**src/hdl/block_slope_pulse_rate_detector_assert.svh**
```systemverilog
// assertion macros for the slope pulse-rate detector
// used by the top level only, no other dependencies
`ifndef BLOCK_SLOPE_PULSE_RATE_DETECTOR_ASSERT_SVH
`define BLOCK_SLOPE_PULSE_RATE_DETECTOR_ASSERT_SVH

// same-cycle implication, disabled during reset
`define SPR_ASSERT_IMP(lbl, clk, rstn, ante, cons, msg) \
    lbl: assert property (@(posedge clk) disable iff (!rstn) (ante) |-> (cons)) \
        else $error(msg);

// next-cycle implication, disabled during reset
`define SPR_ASSERT_NXT(lbl, clk, rstn, ante, cons, msg) \
    lbl: assert property (@(posedge clk) disable iff (!rstn) (ante) |=> (cons)) \
        else $error(msg);

`endif

```
**src/hdl/spr_pkg.sv**
```systemverilog
// shared constants, register codes and types of the slope pulse-rate detector
// no dependencies
`timescale 1ns / 1ps

package spr_pkg;

    localparam int SAMPLE_BITS_DEF   = 12;
    localparam int FRACTION_BITS_DEF = 8;

    localparam int COUNT_W  = 16;
    localparam int TIMER_W  = 16;
    localparam int BPM_W    = 16;
    localparam int ADDR_W   = 4;
    localparam int DATA_W   = 32;
    localparam int REG_IDX_W = 2;

    localparam logic [TIMER_W-1:0] TIMER_MAX     = '1;
    localparam logic [BPM_W-1:0]   BPM_NUMERATOR = 16'd60000;

    localparam logic [REG_IDX_W-1:0] REG_BLOCK_SIZE   = 2'd0;
    localparam logic [REG_IDX_W-1:0] REG_THRESHOLD    = 2'd1;
    localparam logic [REG_IDX_W-1:0] REG_INVERT       = 2'd2;
    localparam logic [REG_IDX_W-1:0] REG_MIN_INTERVAL = 2'd3;

    localparam logic [COUNT_W-1:0] BLOCK_SIZE_RST   = 16'd5000;
    localparam int                 THRESHOLD_RST    = 9530;
    localparam logic [TIMER_W-1:0] MIN_INTERVAL_RST = 16'd200;

    typedef struct packed {
        logic busy;
        logic done;
    } div_stat_t;

endpackage

```
**src/hdl/spr_cfg.sv**
```systemverilog
// configuration register file with the apb-style port
// depends on spr_pkg
`timescale 1ns / 1ps

module spr_cfg #(
    parameter int SLOPE_W = spr_pkg::SAMPLE_BITS_DEF + spr_pkg::FRACTION_BITS_DEF + 1
) (
    input  logic                          clk,
    input  logic                          rst_n,
    input  logic                          psel,
    input  logic                          penable,
    input  logic                          pwrite,
    input  logic [spr_pkg::ADDR_W-1:0]    paddr,
    input  logic [spr_pkg::DATA_W-1:0]    pwdata,
    output logic [spr_pkg::DATA_W-1:0]    prdata,
    output logic                          pready,
    output logic [spr_pkg::COUNT_W-1:0]   block_size,
    output logic signed [SLOPE_W-1:0]     slope_threshold,
    output logic                          invert_sample,
    output logic [spr_pkg::TIMER_W-1:0]   min_interval
);
    import spr_pkg::*;

    logic [COUNT_W-1:0]   block_size_reg;
    logic [SLOPE_W-1:0]   threshold_reg;
    logic                 invert_reg;
    logic [TIMER_W-1:0]   min_interval_reg;
    logic                 wr_en;
    logic [REG_IDX_W-1:0] reg_idx;

    assign pready  = 1'b1;
    assign wr_en   = psel && penable && pwrite;
    assign reg_idx = paddr[ADDR_W-1:ADDR_W-REG_IDX_W];

    always_ff @(posedge clk or negedge rst_n)
    begin
        if (!rst_n)
        begin
            block_size_reg   <= BLOCK_SIZE_RST;
            threshold_reg    <= SLOPE_W'(THRESHOLD_RST);
            invert_reg       <= 1'b0;
            min_interval_reg <= MIN_INTERVAL_RST;
        end
        else if (wr_en)
        begin
            unique case (reg_idx)
                REG_BLOCK_SIZE:   block_size_reg   <= pwdata[COUNT_W-1:0];
                REG_THRESHOLD:    threshold_reg    <= pwdata[SLOPE_W-1:0];
                REG_INVERT:       invert_reg       <= pwdata[0];
                REG_MIN_INTERVAL: min_interval_reg <= pwdata[TIMER_W-1:0];
                default:          ;
            endcase
        end
    end

    always_comb
    begin
        unique case (reg_idx)
            REG_BLOCK_SIZE:   prdata = DATA_W'(block_size_reg);
            REG_THRESHOLD:    prdata = DATA_W'($signed(threshold_reg));
            REG_INVERT:       prdata = DATA_W'(invert_reg);
            REG_MIN_INTERVAL: prdata = DATA_W'(min_interval_reg);
            default:          prdata = '0;
        endcase
    end

    assign block_size      = block_size_reg;
    assign slope_threshold = $signed(threshold_reg);
    assign invert_sample   = invert_reg;
    assign min_interval    = min_interval_reg;

endmodule

```
**src/hdl/spr_div.sv**
```systemverilog
// shared restoring divider, one quotient bit per cycle
// depends on spr_pkg
`timescale 1ns / 1ps

module spr_div #(
    parameter  int QUO_W  = spr_pkg::SAMPLE_BITS_DEF + spr_pkg::FRACTION_BITS_DEF,
    localparam int STEP_W = $clog2(QUO_W + 1),
    localparam int DSR_W  = spr_pkg::COUNT_W
) (
    input  logic                clk,
    input  logic                rst_n,
    input  logic                start,
    input  logic [DSR_W-1:0]    rem_init,
    input  logic [QUO_W-1:0]    quo_init,
    input  logic [DSR_W-1:0]    divisor,
    input  logic [STEP_W-1:0]   steps,
    output logic [QUO_W-1:0]    quotient,
    output spr_pkg::div_stat_t  stat
);
    import spr_pkg::*;

    logic [DSR_W-1:0]  rem_reg;
    logic [QUO_W-1:0]  quo_reg;
    logic [DSR_W-1:0]  dsr_reg;
    logic [STEP_W-1:0] cnt_reg;
    logic              busy_reg;
    logic              done_reg;
    logic [DSR_W:0]    shifted;
    logic [DSR_W:0]    trial;
    logic              fits;
    logic              last_step;

    // shift in the next dividend bit and try the subtract
    assign shifted   = {rem_reg, quo_reg[QUO_W-1]};
    assign trial     = shifted - {1'b0, dsr_reg};
    assign fits      = !trial[DSR_W];
    assign last_step = busy_reg && (cnt_reg == STEP_W'(1));

    always_ff @(posedge clk or negedge rst_n)
    begin
        if (!rst_n)
        begin
            busy_reg <= 1'b0;
            done_reg <= 1'b0;
            cnt_reg  <= '0;
        end
        else
        begin
            done_reg <= last_step;
            if (start)
            begin
                busy_reg <= 1'b1;
                cnt_reg  <= steps;
            end
            else if (busy_reg)
            begin
                cnt_reg <= cnt_reg - STEP_W'(1);
                if (last_step)
                begin
                    busy_reg <= 1'b0;
                end
            end
        end
    end

    always_ff @(posedge clk)
    begin
        if (start)
        begin
            rem_reg <= rem_init;
            quo_reg <= quo_init;
            dsr_reg <= divisor;
        end
        else if (busy_reg)
        begin
            rem_reg <= fits ? trial[DSR_W-1:0] : shifted[DSR_W-1:0];
            quo_reg <= {quo_reg[QUO_W-2:0], fits};
        end
    end

    assign quotient  = quo_reg;
    assign stat.busy = busy_reg;
    assign stat.done = done_reg;

endmodule

```
**src/hdl/spr_core.sv**
```systemverilog
// block accumulation, sequencer and result registers of the detector
// depends on spr_pkg, drives the shared divider spr_div
`timescale 1ns / 1ps

module spr_core #(
    parameter  int SAMPLE_BITS   = spr_pkg::SAMPLE_BITS_DEF,
    parameter  int FRACTION_BITS = spr_pkg::FRACTION_BITS_DEF,
    localparam int MEAN_W  = SAMPLE_BITS + FRACTION_BITS,
    localparam int QUO_W   = (MEAN_W > spr_pkg::BPM_W) ? MEAN_W : spr_pkg::BPM_W,
    localparam int STEP_W  = $clog2(QUO_W + 1)
) (
    input  logic                          clk,
    input  logic                          rst_n,
    input  logic                          in_valid,
    output logic                          in_stall,
    input  logic                          operation,
    input  logic [SAMPLE_BITS-1:0]        sample_code,
    output logic                          out_valid,
    input  logic                          out_stall,
    output logic [MEAN_W-1:0]             block_mean,
    output logic signed [MEAN_W:0]        slope,
    output logic                          over_threshold,
    output logic                          beat_accepted,
    output logic [spr_pkg::TIMER_W-1:0]   interval_ms,
    output logic [spr_pkg::BPM_W-1:0]     bpm,
    input  logic [spr_pkg::COUNT_W-1:0]   block_size,
    input  logic signed [MEAN_W:0]        slope_threshold,
    input  logic                          invert_sample,
    input  logic [spr_pkg::TIMER_W-1:0]   min_interval,
    output logic                          div_start,
    output logic [spr_pkg::COUNT_W-1:0]   div_rem_init,
    output logic [QUO_W-1:0]              div_quo_init,
    output logic [spr_pkg::COUNT_W-1:0]   div_divisor,
    output logic [STEP_W-1:0]             div_steps,
    input  logic [QUO_W-1:0]              div_quotient,
    input  spr_pkg::div_stat_t            div_stat
);
    import spr_pkg::*;

    localparam int SLOPE_W = MEAN_W + 1;
    localparam int SUM_W   = SAMPLE_BITS + COUNT_W;
    localparam int DVD_W   = SUM_W + FRACTION_BITS;
    localparam logic [SAMPLE_BITS-1:0] CODE_MAX = '1;

    localparam logic [2:0] ST_IDLE     = 3'd0;
    localparam logic [2:0] ST_DIV_MEAN = 3'd1;
    localparam logic [2:0] ST_EVAL     = 3'd2;
    localparam logic [2:0] ST_DIV_BPM  = 3'd3;
    localparam logic [2:0] ST_EMIT     = 3'd4;

    logic [2:0]          state_reg, state_next;
    logic [SUM_W-1:0]    sum_reg, sum_next;
    logic [COUNT_W-1:0]  cnt_reg, cnt_next;
    logic [MEAN_W-1:0]   prev_reg, prev_next;
    logic [MEAN_W-1:0]   mean_reg, mean_next;
    logic [TIMER_W-1:0]  timer_reg, timer_next;
    logic [TIMER_W-1:0]  held_int_reg, held_int_next;
    logic [BPM_W-1:0]    held_bpm_reg, held_bpm_next;
    logic [SLOPE_W-1:0]  slope_reg, slope_next;
    logic                over_reg, over_next;
    logic                acc_reg, acc_next;
    logic                out_valid_reg, out_valid_next;
    logic                out_load;
    logic                div_for_bpm;

    logic [MEAN_W-1:0]   block_mean_reg;
    logic [SLOPE_W-1:0]  slope_out_reg;
    logic                over_out_reg;
    logic                acc_out_reg;
    logic [TIMER_W-1:0]  interval_out_reg;
    logic [BPM_W-1:0]    bpm_out_reg;

    logic [SAMPLE_BITS-1:0] code;
    logic [SUM_W-1:0]       sum_add;
    logic [COUNT_W-1:0]     cnt_inc;
    logic [COUNT_W-1:0]     size_eff;
    logic [COUNT_W-1:0]     div_count;
    logic                   finish;
    logic [DVD_W-1:0]       dividend;
    logic signed [SLOPE_W-1:0] slope_calc;
    logic                   over_calc;

    assign code      = invert_sample ? (CODE_MAX - sample_code) : sample_code;
    assign sum_add   = sum_reg + SUM_W'(code);
    assign cnt_inc   = cnt_reg + COUNT_W'(1);
    assign size_eff  = (block_size == '0) ? COUNT_W'(1) : block_size;
    // a wrapped count closes the block too and divides by one
    assign finish    = (cnt_inc >= size_eff) || (cnt_inc == '0);
    assign div_count = (cnt_inc == '0) ? COUNT_W'(1) : cnt_inc;
    // round half up: add half the count before dividing
    assign dividend  = (DVD_W'(sum_add) << FRACTION_BITS) + DVD_W'(div_count >> 1);

    assign slope_calc = $signed(SLOPE_W'({1'b0, mean_reg})) - $signed(SLOPE_W'({1'b0, prev_reg}));
    assign over_calc  = slope_calc > slope_threshold;

    // the quotient fits in MEAN_W bits, so the top of the dividend is already below the count
    assign div_rem_init = div_for_bpm ? '0 : dividend[DVD_W-1:MEAN_W];
    assign div_quo_init = div_for_bpm ? (QUO_W'(BPM_NUMERATOR) << (QUO_W - BPM_W))
                                      : (QUO_W'(dividend[MEAN_W-1:0]) << (QUO_W - MEAN_W));
    assign div_divisor  = div_for_bpm ? timer_reg : div_count;
    assign div_steps    = div_for_bpm ? STEP_W'(BPM_W) : STEP_W'(MEAN_W);

    always_comb
    begin
        state_next     = state_reg;
        sum_next       = sum_reg;
        cnt_next       = cnt_reg;
        prev_next      = prev_reg;
        mean_next      = mean_reg;
        timer_next     = timer_reg;
        held_int_next  = held_int_reg;
        held_bpm_next  = held_bpm_reg;
        slope_next     = slope_reg;
        over_next      = over_reg;
        acc_next       = acc_reg;
        out_valid_next = out_valid_reg && out_stall;
        out_load       = 1'b0;
        div_start      = 1'b0;
        div_for_bpm    = 1'b0;

        unique case (state_reg)
            ST_IDLE:
            begin
                if (in_valid)
                begin
                    if (operation)
                    begin
                        if (timer_reg != TIMER_MAX)
                        begin
                            timer_next = timer_reg + TIMER_W'(1);
                        end
                    end
                    else if (finish)
                    begin
                        sum_next   = '0;
                        cnt_next   = '0;
                        div_start  = 1'b1;
                        state_next = ST_DIV_MEAN;
                    end
                    else
                    begin
                        sum_next = sum_add;
                        cnt_next = cnt_inc;
                    end
                end
            end
            ST_DIV_MEAN:
            begin
                if (div_stat.done)
                begin
                    mean_next  = div_quotient[MEAN_W-1:0];
                    state_next = ST_EVAL;
                end
            end
            ST_EVAL:
            begin
                slope_next = slope_calc;
                over_next  = over_calc;
                prev_next  = mean_reg;
                acc_next   = 1'b0;
                state_next = ST_EMIT;
                if (over_calc)
                begin
                    // every candidate restarts the timer, accepted or not
                    timer_next = '0;
                    if (timer_reg >= min_interval)
                    begin
                        acc_next      = 1'b1;
                        held_int_next = timer_reg;
                        if (timer_reg == '0)
                        begin
                            held_bpm_next = '0;
                        end
                        else
                        begin
                            div_start   = 1'b1;
                            div_for_bpm = 1'b1;
                            state_next  = ST_DIV_BPM;
                        end
                    end
                end
            end
            ST_DIV_BPM:
            begin
                div_for_bpm = 1'b1;
                if (div_stat.done)
                begin
                    held_bpm_next = div_quotient[BPM_W-1:0];
                    state_next    = ST_EMIT;
                end
            end
            ST_EMIT:
            begin
                if (!out_valid_reg || !out_stall)
                begin
                    out_load       = 1'b1;
                    out_valid_next = 1'b1;
                    state_next     = ST_IDLE;
                end
            end
            default:
            begin
                state_next = ST_IDLE;
            end
        endcase
    end

    always_ff @(posedge clk or negedge rst_n)
    begin
        if (!rst_n)
        begin
            state_reg     <= ST_IDLE;
            sum_reg       <= '0;
            cnt_reg       <= '0;
            prev_reg      <= '0;
            timer_reg     <= '0;
            held_int_reg  <= '0;
            held_bpm_reg  <= '0;
            out_valid_reg <= 1'b0;
        end
        else
        begin
            state_reg     <= state_next;
            sum_reg       <= sum_next;
            cnt_reg       <= cnt_next;
            prev_reg      <= prev_next;
            timer_reg     <= timer_next;
            held_int_reg  <= held_int_next;
            held_bpm_reg  <= held_bpm_next;
            out_valid_reg <= out_valid_next;
        end
    end

    always_ff @(posedge clk)
    begin
        mean_reg  <= mean_next;
        slope_reg <= slope_next;
        over_reg  <= over_next;
        acc_reg   <= acc_next;
        if (out_load)
        begin
            block_mean_reg   <= mean_reg;
            slope_out_reg    <= slope_reg;
            over_out_reg     <= over_reg;
            acc_out_reg      <= acc_reg;
            interval_out_reg <= held_int_reg;
            bpm_out_reg      <= held_bpm_reg;
        end
    end

    assign in_stall       = (state_reg != ST_IDLE);
    assign out_valid      = out_valid_reg;
    assign block_mean     = block_mean_reg;
    assign slope          = $signed(slope_out_reg);
    assign over_threshold = over_out_reg;
    assign beat_accepted  = acc_out_reg;
    assign interval_ms    = interval_out_reg;
    assign bpm            = bpm_out_reg;

endmodule

```
**src/hdl/block_slope_pulse_rate_detector.sv**
```systemverilog
// Slope pulse-rate detector, top level.
// Input channel (in_valid / in_stall): one transaction is either an adc sample
// (operation 0, sample_code) or a one-millisecond tick (operation 1).
// Output channel (out_valid / out_stall): one transaction per finished block with
// block_mean (Q.FRACTION_BITS), slope against the previous mean, over_threshold,
// beat_accepted and the held interval_ms and bpm of the last accepted beat.
// Timing: a tick or a sample that does not close a block leaves in_stall low, so the
// next transaction is taken in the following cycle. A sample that closes a block
// holds in_stall for the mean division, one bit per cycle in the shared divider,
// then the quotient capture, the evaluate step and the emit step, plus the bpm
// division and its quotient capture when a beat is accepted with a nonzero interval;
// out_valid is set and in_stall drops at the same edge.
// The result sits in an output register; if the receiver stalls, a closing
// sample waits in the emit step until that register frees, other inputs are
// still taken while nothing new needs it.
// Reset clears sums, counters, the timer, held values and out_valid; the
// registers return to block size 5000, threshold 9530, no invert, 200 ms.
// Registers sit at byte addresses 0, 4, 8, 12 on the apb port; pready is tied high.
// depends on spr_pkg, spr_cfg, spr_div, spr_core and the assertion macro header
`timescale 1ns / 1ps
`include "block_slope_pulse_rate_detector_assert.svh"

module block_slope_pulse_rate_detector #(
    parameter  int SAMPLE_BITS   = spr_pkg::SAMPLE_BITS_DEF,
    parameter  int FRACTION_BITS = spr_pkg::FRACTION_BITS_DEF,
    localparam int MEAN_W = SAMPLE_BITS + FRACTION_BITS
) (
    input  logic                          clk,
    input  logic                          rst_n,
    input  logic                          in_valid,
    output logic                          in_stall,
    input  logic                          operation,
    input  logic [SAMPLE_BITS-1:0]        sample_code,
    output logic                          out_valid,
    input  logic                          out_stall,
    output logic [MEAN_W-1:0]             block_mean,
    output logic signed [MEAN_W:0]        slope,
    output logic                          over_threshold,
    output logic                          beat_accepted,
    output logic [spr_pkg::TIMER_W-1:0]   interval_ms,
    output logic [spr_pkg::BPM_W-1:0]     bpm,
    input  logic                          psel,
    input  logic                          penable,
    input  logic                          pwrite,
    input  logic [spr_pkg::ADDR_W-1:0]    paddr,
    input  logic [spr_pkg::DATA_W-1:0]    pwdata,
    output logic [spr_pkg::DATA_W-1:0]    prdata,
    output logic                          pready
);
    import spr_pkg::*;

    localparam int QUO_W  = (MEAN_W > BPM_W) ? MEAN_W : BPM_W;
    localparam int STEP_W = $clog2(QUO_W + 1);

    logic [COUNT_W-1:0]       block_size;
    logic signed [MEAN_W:0]   slope_threshold;
    logic                     invert_sample;
    logic [TIMER_W-1:0]       min_interval;
    logic                     div_start;
    logic [COUNT_W-1:0]       div_rem_init;
    logic [QUO_W-1:0]         div_quo_init;
    logic [COUNT_W-1:0]       div_divisor;
    logic [STEP_W-1:0]        div_steps;
    logic [QUO_W-1:0]         div_quotient;
    div_stat_t                div_stat;

    spr_cfg #(
        .SLOPE_W (MEAN_W + 1)
    ) u_cfg (
        .clk             (clk),
        .rst_n           (rst_n),
        .psel            (psel),
        .penable         (penable),
        .pwrite          (pwrite),
        .paddr           (paddr),
        .pwdata          (pwdata),
        .prdata          (prdata),
        .pready          (pready),
        .block_size      (block_size),
        .slope_threshold (slope_threshold),
        .invert_sample   (invert_sample),
        .min_interval    (min_interval)
    );

    spr_div #(
        .QUO_W (QUO_W)
    ) u_div (
        .clk      (clk),
        .rst_n    (rst_n),
        .start    (div_start),
        .rem_init (div_rem_init),
        .quo_init (div_quo_init),
        .divisor  (div_divisor),
        .steps    (div_steps),
        .quotient (div_quotient),
        .stat     (div_stat)
    );

    spr_core #(
        .SAMPLE_BITS   (SAMPLE_BITS),
        .FRACTION_BITS (FRACTION_BITS)
    ) u_core (
        .clk             (clk),
        .rst_n           (rst_n),
        .in_valid        (in_valid),
        .in_stall        (in_stall),
        .operation       (operation),
        .sample_code     (sample_code),
        .out_valid       (out_valid),
        .out_stall       (out_stall),
        .block_mean      (block_mean),
        .slope           (slope),
        .over_threshold  (over_threshold),
        .beat_accepted   (beat_accepted),
        .interval_ms     (interval_ms),
        .bpm             (bpm),
        .block_size      (block_size),
        .slope_threshold (slope_threshold),
        .invert_sample   (invert_sample),
        .min_interval    (min_interval),
        .div_start       (div_start),
        .div_rem_init    (div_rem_init),
        .div_quo_init    (div_quo_init),
        .div_divisor     (div_divisor),
        .div_steps       (div_steps),
        .div_quotient    (div_quotient),
        .div_stat        (div_stat)
    );

    // divider only runs while the input side is held off
    `SPR_ASSERT_IMP(a_div_busy_stalls, clk, rst_n, div_stat.busy, in_stall, "divider busy while input open")
    // a tick transaction never produces a result
    `SPR_ASSERT_NXT(a_tick_no_result, clk, rst_n, in_valid && !in_stall && operation, !$rose(out_valid), "result after tick")
    // a new result only comes out of a busy sequence
    `SPR_ASSERT_IMP(a_result_after_busy, clk, rst_n, $rose(out_valid), $past(in_stall), "result without block work")
    // an accepted beat is always a candidate
    `SPR_ASSERT_IMP(a_beat_is_candidate, clk, rst_n, out_valid && beat_accepted, over_threshold, "beat without candidate")

endmodule

```
**config.mk**
```make
export PLATFORM = sky130hd
export DESIGN_NAME = block_slope_pulse_rate_detector
export DESIGN_NICKNAME = d
export VERILOG_FILES = /design/src/hdl/spr_pkg.sv /design/src/hdl/spr_cfg.sv /design/src/hdl/spr_div.sv /design/src/hdl/spr_core.sv /design/src/hdl/block_slope_pulse_rate_detector.sv
export VERILOG_INCLUDE_DIRS = /design/src /design/src/hdl
export SDC_FILE = /design/constraint.sdc
export NUM_CORES = 1
export LEC_CHECK = 0
export BUFFER_PORTS_ARGS = -buffer_cell sky130_fd_sc_hd__buf_2
export CAP_MARGIN = 20
export CELL_PAD_IN_SITES_DETAIL_PLACEMENT = 0
export CELL_PAD_IN_SITES_GLOBAL_PLACEMENT = 1
export CORE_AREA = 2 2 224 226
export CTS_BUF_LIST = sky130_fd_sc_hd__clkbuf_16
export DETAILED_ROUTE_END_ITERATION = 16
export DIE_AREA = 0 0 226 228
export HOLD_SLACK_MARGIN = 0.15
export PLACE_DENSITY_LB_ADDON = 0.1
export SYNTH_ARGS = -nofsm -noshare
export SYNTH_HDL_FRONTEND = slang
export SYNTH_HIERARCHICAL = 1
export SYNTH_SLANG_ARGS = --single-unit
```
**constraint.sdc**
```tcl
create_clock -name clk -period 12.2 [get_ports clk]
set_input_delay 1.83 -clock clk [delete_from_list [all_inputs] [get_ports clk]]
set_output_delay 1.83 -clock clk [all_outputs]
set_load 0.1 [all_outputs]
```
### After elaboration in Yosys (flattened, before gate mapping)

Index checks and enable logic that the tools add are counted.

* bits in registers: 347
* bits in read-only memories: 0
* word-level logic and storage cells: 141
* input bits: 56
* memory bits (writable): 0
* output and inout port bits: 110
* latch bits: 0
* memories: 0

* div/mod/pow operators: 0
* multiplexer cells: 53
* magnitude comparators: 3
* bitwise operators: 1
* $add $sub $neg: 8
* multiply operators: 0
* equal/unequal tests: 20
* shift operators: 0
* reduce and logical (&&, ||, !) cells: 28

Operator list (count)
* 16-bit 2-to-1 mux: 16
* 32-bit one-hot mux with 4 select lines: 1
* 16-bit one-hot mux with 2 select lines: 2
* 20-bit 2-to-1 mux: 3
* 16-bit logical NOT: 3
* 36-bit by 15-bit adder with 36-bit output: 1
* 16-bit by 1-bit adder with 16-bit output, second input constant: 2
* 16-bit >= comparator: 2
* 3-bit 2-to-1 mux: 10
* 28-bit by 12-bit adder with 28-bit output: 1
* 28-bit 2-to-1 mux: 1
* 21-bit > comparator: 1
* 20-bit by 20-bit subtractor with 21-bit output: 1
* 17-bit by 16-bit subtractor with 17-bit output: 1
* 16-bit inequality test, second input constant: 1
* 3-bit one-hot mux with 5 select lines: 1
* 1-bit 2-to-1 mux: 14
* 12-bit 2-to-1 mux: 1
* 2-bit by 1-bit inequality test with 1-bit output, second input constant: 6
* 12-bit subtractor, first input constant: 1
* 5-bit 2-to-1 mux: 2
* 2-bit inequality test, second input constant: 5
* 2-bit AND reduction: 5
* 5-bit AND reduction: 2
* other kinds (18): 30

### Logic depth before layout (Yosys ltp)

Gate-level depths: netlist of run 1.

* depth in word-level cells: 9
* depth in mapped cells: 25
* gate-level depth less buffers: 24

### Modules after synthesis

Netlist of run 1, hierarchy kept.

Modules (own cells, without submodules)
* spr_core: seq. area each 6446.2 sq um, cells an instance 1313, times used 1, area an instance 13356.6 sq um
* spr_div: seq. area each 1736.7 sq um, cells an instance 296, times used 1, area an instance 3487.1 sq um
* spr_cfg: seq. area each 1370.1 sq um, cells an instance 190, times used 1, area an instance 2628.8 sq um

### Worst setup path after synthesis of run 1

OpenSTA, ideal clock, no wires.

* path type: flip-flop to flip-flop
* start: register u_core.prev_reg[1]
* end: register u_div.quo_reg[0] (netlist: u_div/quotient[0]), enable pin
* setup slack: 5.558 ns
* setup time: 0.377 ns
* cell stages (with the launch flop): 22
* clock period less this slack: 6.642 ns
* buffers on the path: 2
* arrival: 6.265 ns
* path through: dfrtp_1 inv_1 ha_1 nor2b_1 o21ai_0 a21boi_0 o21ai_0 a211oi_1 or4_1 a31o_2 a21oi_1 xnor2_1 ha_1 nand4_1 nor4bb_1 o21a_1 o21bai_1 or3b_1 o21ai_0 clkbuf_1 clkbuf_1 or2_2

* longest elaborated chain between the ends: 5

Ends and longest elaborated chain
* start: declaration: line spr_core.sv:54 `logic [MEAN_W-1:0] prev_reg, prev_next;`
* start signal: assignment: line spr_core.sv:226 `prev_reg <= prev_next;`
* 20-bit by 20-bit subtractor with 21-bit output: line spr_core.sv:93 `assign slope_calc = $signed(SLOPE_W'({1'b0, mean_reg})) - $signed(SLOPE_W'({1'b0, prev_reg}));`
* net u_core.slope_calc[13]: line spr_core.sv:80 `logic signed [SLOPE_W-1:0] slope_calc;`
* 21-bit > comparator: line spr_core.sv:94 `assign over_calc = slope_calc > slope_threshold;`
* 1-bit 2-to-1 mux: line spr_core.sv:162 `if (over_calc)`
* 1-bit one-hot mux with 2 select lines: line spr_core.sv:121 `unique case (state_reg)`
* net div_start: line block_slope_pulse_rate_detector.sv:59 `logic div_start;`
* 2-bit nonzero test (no source line)
* end signal: assignment: line spr_div.sv:71 `quo_reg <= quo_init;`
* end signal: assignment: line spr_div.sv:77 `quo_reg <= {quo_reg[QUO_W-2:0], fits};`
* end: declaration: line spr_div.sv:23 `logic [QUO_W-1:0] quo_reg;`

The timed path passes the listed nets, and every way through them passes these cells.
A chain may end at the register's enable or synchronous reset.

### Worst setup path in the final report of run 1

* start: register u_core.mean_reg[1]
* end: register u_div.rem_reg[10], data pin

RTL lines
* start: declaration: line spr_core.sv:55 `logic [MEAN_W-1:0] mean_reg, mean_next;`
* start signal: assignment: line spr_core.sv:236 `mean_reg <= mean_next;`
* 20-bit by 20-bit subtractor with 21-bit output: line spr_core.sv:93
* net u_core.slope_calc[19]: line spr_core.sv:80
* 21-bit > comparator: line spr_core.sv:94
* 1-bit 2-to-1 mux: line spr_core.sv:162
* 1-bit one-hot mux with 2 select lines: line spr_core.sv:121
* net div_start: line block_slope_pulse_rate_detector.sv:59
* 16-bit 2-to-1 mux: line spr_div.sv:68 `if (start)`
* end signal: assignment: line spr_div.sv:70 `rem_reg <= rem_init;`
* end signal: assignment: line spr_div.sv:76 `rem_reg <= fits ? trial[DSR_W-1:0] : shifted[DSR_W-1:0];`
* end: declaration: line spr_div.sv:22 `logic [DSR_W-1:0] rem_reg;`

The timed path passes the listed nets, and every way through them passes these cells.

==> summary.md, run 1 <==
| Metric | Value |
|---|---|
| Outcome | completed |
| Max transition margin | 0.220 |
| Routability-driven placement congestion ratio | 0.850 |
| Worst hold path class | register to register |
| Highest-count cells in the layout ignoring fill and taps | 170 x edfxtp_1, 162 x dfrtp_1, 158 x nand2_1, 153 x inv_1, 150 x buf_2 |
| GR Util All Layers | 0.203 |
| Placed Cells | 2548 |
| Layer with the highest usage after global routing | met2 |
| Sequential power share | 0.349 |
| Total of hold buffers inserted after clock tree synthesis | 0 |
| Residual overflow from global routing | 0 |
| Fraction of power spent switching nets | 0.388 |
| Most common library cell in the layout ignoring fill and taps | edfxtp_1 |
| Placeable core region | 49300 um^2 |
| Net load switching power | 1860 uW |
| Leakage power | approximately 0.0098 uW |
| Avg Cell Area, Syn | 10.8 um^2 |
| Remaining DRCs | 0 |
| DRC marker count from the first detailed-route iteration | 743 |
| Clock buffer depth | 3 |
| Detail Route Antenna Nets | 0 |
| Number of warnings issued by yosys | 6 |
| DR pass1 iterations | 7 |
| Postcts setup bufs | 0 |
| HPWL after detailed placement | 38200 um |
| Crit share post-route | 0.530 |
| Power per unit of standard cell area | 219 nW/um^2 |
| Largest net degree at the start of global routing | 63 |
| Int Pwr | 2950 uW |
| Endpoint kind of the worst setup timing path | register |
| Achievable Freq | 155 MHz |
| Transition time of the tightest slew-check pin | 1.17 ns |
| Type of the worst setup path | register to register |
| Clock latency of the later-clocked register in the worst-skew pair | 0.56 ns |
| Number of global-route vias before repair | 13.4k |
| RSZ-0062 raised after global routing | no |
| Arrival time worst endpoint | around 6.8 ns |
| Count of buffers inserted at the top-level ports | approximately 150 |
| Layout Nets | 2093 |
| Maximum vdd ir drop | between 0.00015 and 0.0002 V |
| Final slew viol count | 0 |
| Via density | around 5.2 |
| Detailed-route wire length | 51800 um |
| Vias after detailed routing | 13.6k |
| Req. time, crit path | 12.51 ns |
| Global-route met1 utilization | 0.280 |
| Proportion of power drawn by combinational gates | 0.399 |
| Clock network power share | 0.251 |
| Clock tree root driver cell | clkbuf_16 |
| CTS H-tree depth | 2 |
| Mapped Area | 19500 um^2 |
| Area of the die | 51500 um^2 |
| Global-route wire length before repair | 80300 um |
| PostCTS Resize Cnt | 0 |
| Hold Violations, Final | 0 |
| Gate Count Post-Synth | 1798 |
| Clock sink count | 347 |
| Total Neg Setup Slack | 0 ns |
| Die span in x | around 230 um |
| Row cnt | 82 |
| Average wire length per cell after detail routing | 19.7 um |
| Setup-failing EPs final | 0 |
| TritonCTS clock tree | done |
| Max-capacitance violation count | 0 |
| Fraction of layout instances using a drive strength above 1 | 0.197 |
| Max reg flops | 42 |
| Antenna violations before repair | 1 |
| Clock input transition at the sequential cells of the worst setup and hold paths | 0.06 ns |
| Filler-free cell count of the finished design | 2625 |
| Initial Util | 0.394 |
| I/O pin count | 166 |
| Clock period minus worst slack | 6.47 ns |
| Startpoint type of the worst setup path | register |
| Largest driver fanout on the critical path | 53 |
| Signed area change from the synthesized netlist to the final layout | 13.1% |
| Vertical die dimension | 228 um |
| Met3 GRT Util | 0.0290 |
| Met2 Usage GRT | 0.333 |
| Setup Skew | 0.0286 ns |
| Total clock buffers created by CTS | 41 |
## routing by layer
layer | vias to the layer above | wire length (um)
li1 | 6654 | -
met1 | 6580 | 23900
met2 | 255 | 24600
met3 | 67 | 1910
met4 | 0 | 1360
met5 | - | 0
## per-stage QoR
step | setup WS [ns] | hold slack (ns) | total power [uW] | cell area, um^2 | util
5_1_grt | 5.09 | 0.426 | 5130 | 22000 | 0.446
3_5_place_dp | 5.59 | 0.406 | 3630 | 20700 | 0.419
4_1_cts | 5.55 | 0.420 | 4880 | 22000 | 0.446
3_3_place_gp | 5.56 | 0.401 | 3610 | 20700 | 0.419
2_1_floorplan | 5.56 | 0.400 | 3090 | 19500 | -
6_report | 5.73 | 0.418 | 4810 | 22000 | 0.446
## final timing paths
kind,start,to,slack (ns),depth (start not counted)
worst min-delay path,u_core/slope_reg[13]$_DFFE_PN_,u_core/slope[13]$_DFFE_PP_,0.42,0
worst max register to register,u_core/mean_reg[1]$_DFFE_PP_,u_div/rem_reg[10]$_DFFE_PP_,5.73,20
max in group asynchronous,rst_n,u_core/sum_reg[17]$_DFFE_PN0P_,9.63,2
worst max-delay path,u_core/mean_reg[1]$_DFFE_PP_,u_div/rem_reg[10]$_DFFE_PP_,5.73,20
worst min register to register,u_core/slope_reg[13]$_DFFE_PN_,u_core/slope[13]$_DFFE_PP_,0.42,0
min in group asynchronous,rst_n,u_cfg/block_size[14]$_DFFE_PN0P_,1.25,1
## power groups by stage
stage | sequential, uW | clock, uW | combinational (uW)
after CTS | 1680 | 1250 | 1940
after global placement | 1700 | 0 | 1910
after detailed placement | 1700 | 0 | 1930
after global routing | 1710 | 1290 | 2140
final | 1680 | 1210 | 1920
after floorplan | 1620 | 0 | 1470
## critical path: stages, from the launching register on
cell and delay (ns):
edfxtp_1 0.43, ha_1 0.30, nor2b_1 0.11, o21ai_0 0.09, a21boi_0 0.25, o21ai_0 0.19
a211oi_1 0.43, nor3_1 0.14, nor3_1 0.41, o311ai_0 0.35, ha_1 0.40, nand4_1 0.14
nor4bb_1 0.52, o21a_1 0.21, o21bai_1 0.12, or3b_1 0.51, o21ai_4 0.17, buf_4 0.34
buf_4 0.57, nor2_1 0.14, a221o_1 0.34
## final cells by class
class                      count  area [um^2]
fill                        4695        27300
clock inverter                33          264
timing repair buffer         168          890
inverter                     142          533
antenna                        1         2.50
multi-input combinational   1220         8880
clock buffer                  42         1050
tap                          672          841
sequential                   347         9550
No activity file was read; power rests on OpenSTA's default activity.
==> inputs of run 2 (changes only) <==
- clock period: 12.2 -> 6.35 ns (I/O delays scaled with it)
==> summary.md, run 2 (synthesis gave the netlist of run 1 again) <==
| Metric | Value |
|---|---|
| Average wire length per cell after detail routing | roughly 20 um |
| Vias after detailed routing | 13.8k |
| Outcome | completed |
| Clock input transition at the sequential cells of the worst setup and hold paths | 0.06 ns |
| Setup-failing EPs final | 0 |
| Max-capacitance violation count | 0 |
| Antenna violations before repair | 1 |
| Most common library cell in the layout ignoring fill and taps | edfxtp_1 |
| CTS H-tree depth | 2 |
| Die span in x | between 200 and 250 um |
| Maximum vdd ir drop | 0.000271 V |
| Placeable core region | 49300 um^2 |
| TritonCTS clock tree | done |
| Cell Area, Placed | between 20000 and 25000 um^2 |
| Startpoint type of the worst setup path | register |
| GR Util All Layers | 0.206 |
| Leakage power | 0.00984 uW |
| Largest stage delay on the critical path | 0.52 ns |
| Clock sink count | roughly 350 |
| Type of the worst setup path | register to register |
| Total Neg Setup Slack | 0 ns |
| Hold Violations, Final | 0 |
| Detail Route Antenna Nets | 0 |
| Max reg flops | 42 |
| Power per unit of standard cell area | 421 nW/um^2 |
| Global-route wire length before repair | 81300 um |
| RSZ-0062 raised after global routing | no |
| Filler-free cell count of the finished design | 2633 |
| Fraction of layout instances using a drive strength above 1 | 0.202 |
| Initial Util | 0.394 |
| I/O pin count | 166 |
| Largest net degree at the start of global routing | 93 |
| Count of buffers inserted at the top-level ports | around 150 |
| Max transition margin | 0.278 |
| Transition time of the tightest slew-check pin | 1.08 ns |
| Worst hold path class | register to register |
| Slowest stage cell, crit path | or3b_1 |
| Remaining DRCs | 0 |
| Detailed-route wire length | 52800 um |
| Highest-count cells in the layout ignoring fill and taps | 170 x edfxtp_1, 162 x dfrtp_1, 158 x nand2_1, 151 x inv_1, 150 x buf_2 |
| Residual overflow from global routing | 0 |
| Setup Skew | just under 0.03 ns |
| Vertical die dimension | 228 um |
| Clock period minus worst slack | 5.81 ns |
| Final slew viol count | 0 |
| Achievable Freq | 172 MHz |
| HPWL after detailed placement | about 39000 um |
| Finished Cell Area | roughly 22000 um^2 |
| # diodes | 0 |
| DR pass1 iterations | 5 |
| Total clock buffers created by CTS | 40 |
| Largest driver fanout on the critical path | 11 |
| Crit share post-route | 0.915 |
| Placed Cells | 2558 |
| Endpoint kind of the worst setup timing path | register |
| Cell breakdown of the critical path | inv_1, ha_1, fa_1, nor2b_1, o21ai_0, a21boi_0, o21ai_0, a21oi_1, o2111ai_1, and2_1, a21oi_1, xor2_1, ha_1, and4_1, nor4bb_4, a32o_1, o21bai_1, or3b_1, a21oi_4, buf_4, or2_2, mux2i_1, mux2_2 |
| Signed area change from the synthesized netlist to the final layout | 13.9% |
| Number of global-route vias before repair | 13.7k |
| Clock latency of the later-clocked register in the worst-skew pair | 0.59 ns |
| Area of the die | 51500 um^2 |
| Req. time, crit path | 6.67 ns |
| Row cnt | 82 |
| Arrival time worst endpoint | just over 6 ns |
| Routability-driven placement congestion ratio | 0.866 |
| Via density | 5.23 |
| Clock tree root driver cell | clkbuf_16 |
| Postcts setup bufs | 0 |
| DRC marker count from the first detailed-route iteration | between 600 and 700 |
| Layout Nets | between 2k and 2.5k |
| Clock buffer depth | 3 |
-- run 2: changes by cell type in the layout (fill, tap and decap cells not counted), moves of 2 or more --
cell,delta
buf_4,+7
inv_4,+2
buf_12,+3
clkinv_16,+2
inv_1,-2
clkinv_4,-2
-- run 2: through the flow --
step                setup slack [ns]  utilization  total power [uW]  hold WS, ns
finish                         0.542        0.449              9330        0.417
floorplan                      0.165            -              5940        0.400
CTS                           0.0776        0.449              9430        0.418
global route                  0.0108        0.449              9940        0.421
detailed placement             0.101        0.422              7050        0.405
global placement               0.186        0.422              7000        0.402
-- run 2: repair_timing --
action | CTS | global route
hold buffers | 0 | 0
setup endpoints to repair | 0 | 42
resized for setup | 0 | 6
-- run 2: worst paths after layout --
| check | startpoint | end | slack, ns | depth (start not counted) |
|---|---|---|---|---|
| max | u_core/mean_reg[0]$_DFFE_PP_ | u_div/rem_reg[15]$_DFFE_PP_ | 0.54 | 23 |
| min | u_core/slope_reg[14]$_DFFE_PN_ | u_core/slope[14]$_DFFE_PP_ | 0.42 | 0 |
| max reg2reg | u_core/mean_reg[0]$_DFFE_PP_ | u_div/rem_reg[15]$_DFFE_PP_ | 0.54 | 23 |
| min reg2reg | u_core/slope_reg[14]$_DFFE_PN_ | u_core/slope[14]$_DFFE_PP_ | 0.42 | 0 |
| max in group asynchronous | rst_n | u_core/sum_reg[17]$_DFFE_PN0P_ | 4.87 | 2 |
| min in group asynchronous | rst_n | u_cfg/block_size[13]$_DFFE_PN0P_ | 0.45 | 1 |
-- run 2: final cells by class --
cell class                 instances  area, um^2
fill                            4651       27200
sequential                       347        9550
multi-input combinational       1220        8900
clock buffer                      41        1030
timing repair buffer             178        1000
tap                              672         841
inverter                         142         536
clock inverter                    33         310
-- run 2: routing by layer --
| layer | up-vias | track usage | part of all wire |
|---|---|---|---|
| met5 | - | 0 | 0 |
| li1 | 6690 | - | - |
| met1 | 6698 | 0.280 | 0.46 |
| met4 | 0 | 0.0720 | 0.032 |
| met3 | 77 | 0.0304 | 0.042 |
| met2 | 303 | 0.336 | 0.47 |
-- run 2: critical path, delay by kind of cell, from the launching register on --
family,cells,cell delay [ns]
AOI/OAI and AO/OA,9,1.91
xor gates and xnor gates,1,0.35
and+or+nand+nor,6,1.32
buffers and inverters,2,0.31
DFF,1,0.35
muxes,2,0.35
adders and majority gates,3,0.94
-- run 2: power by group --
part	internal, uW	switching [uW]
registers	2880	350
clock network	1350	976
logic	1460	2320
total	5690	3650
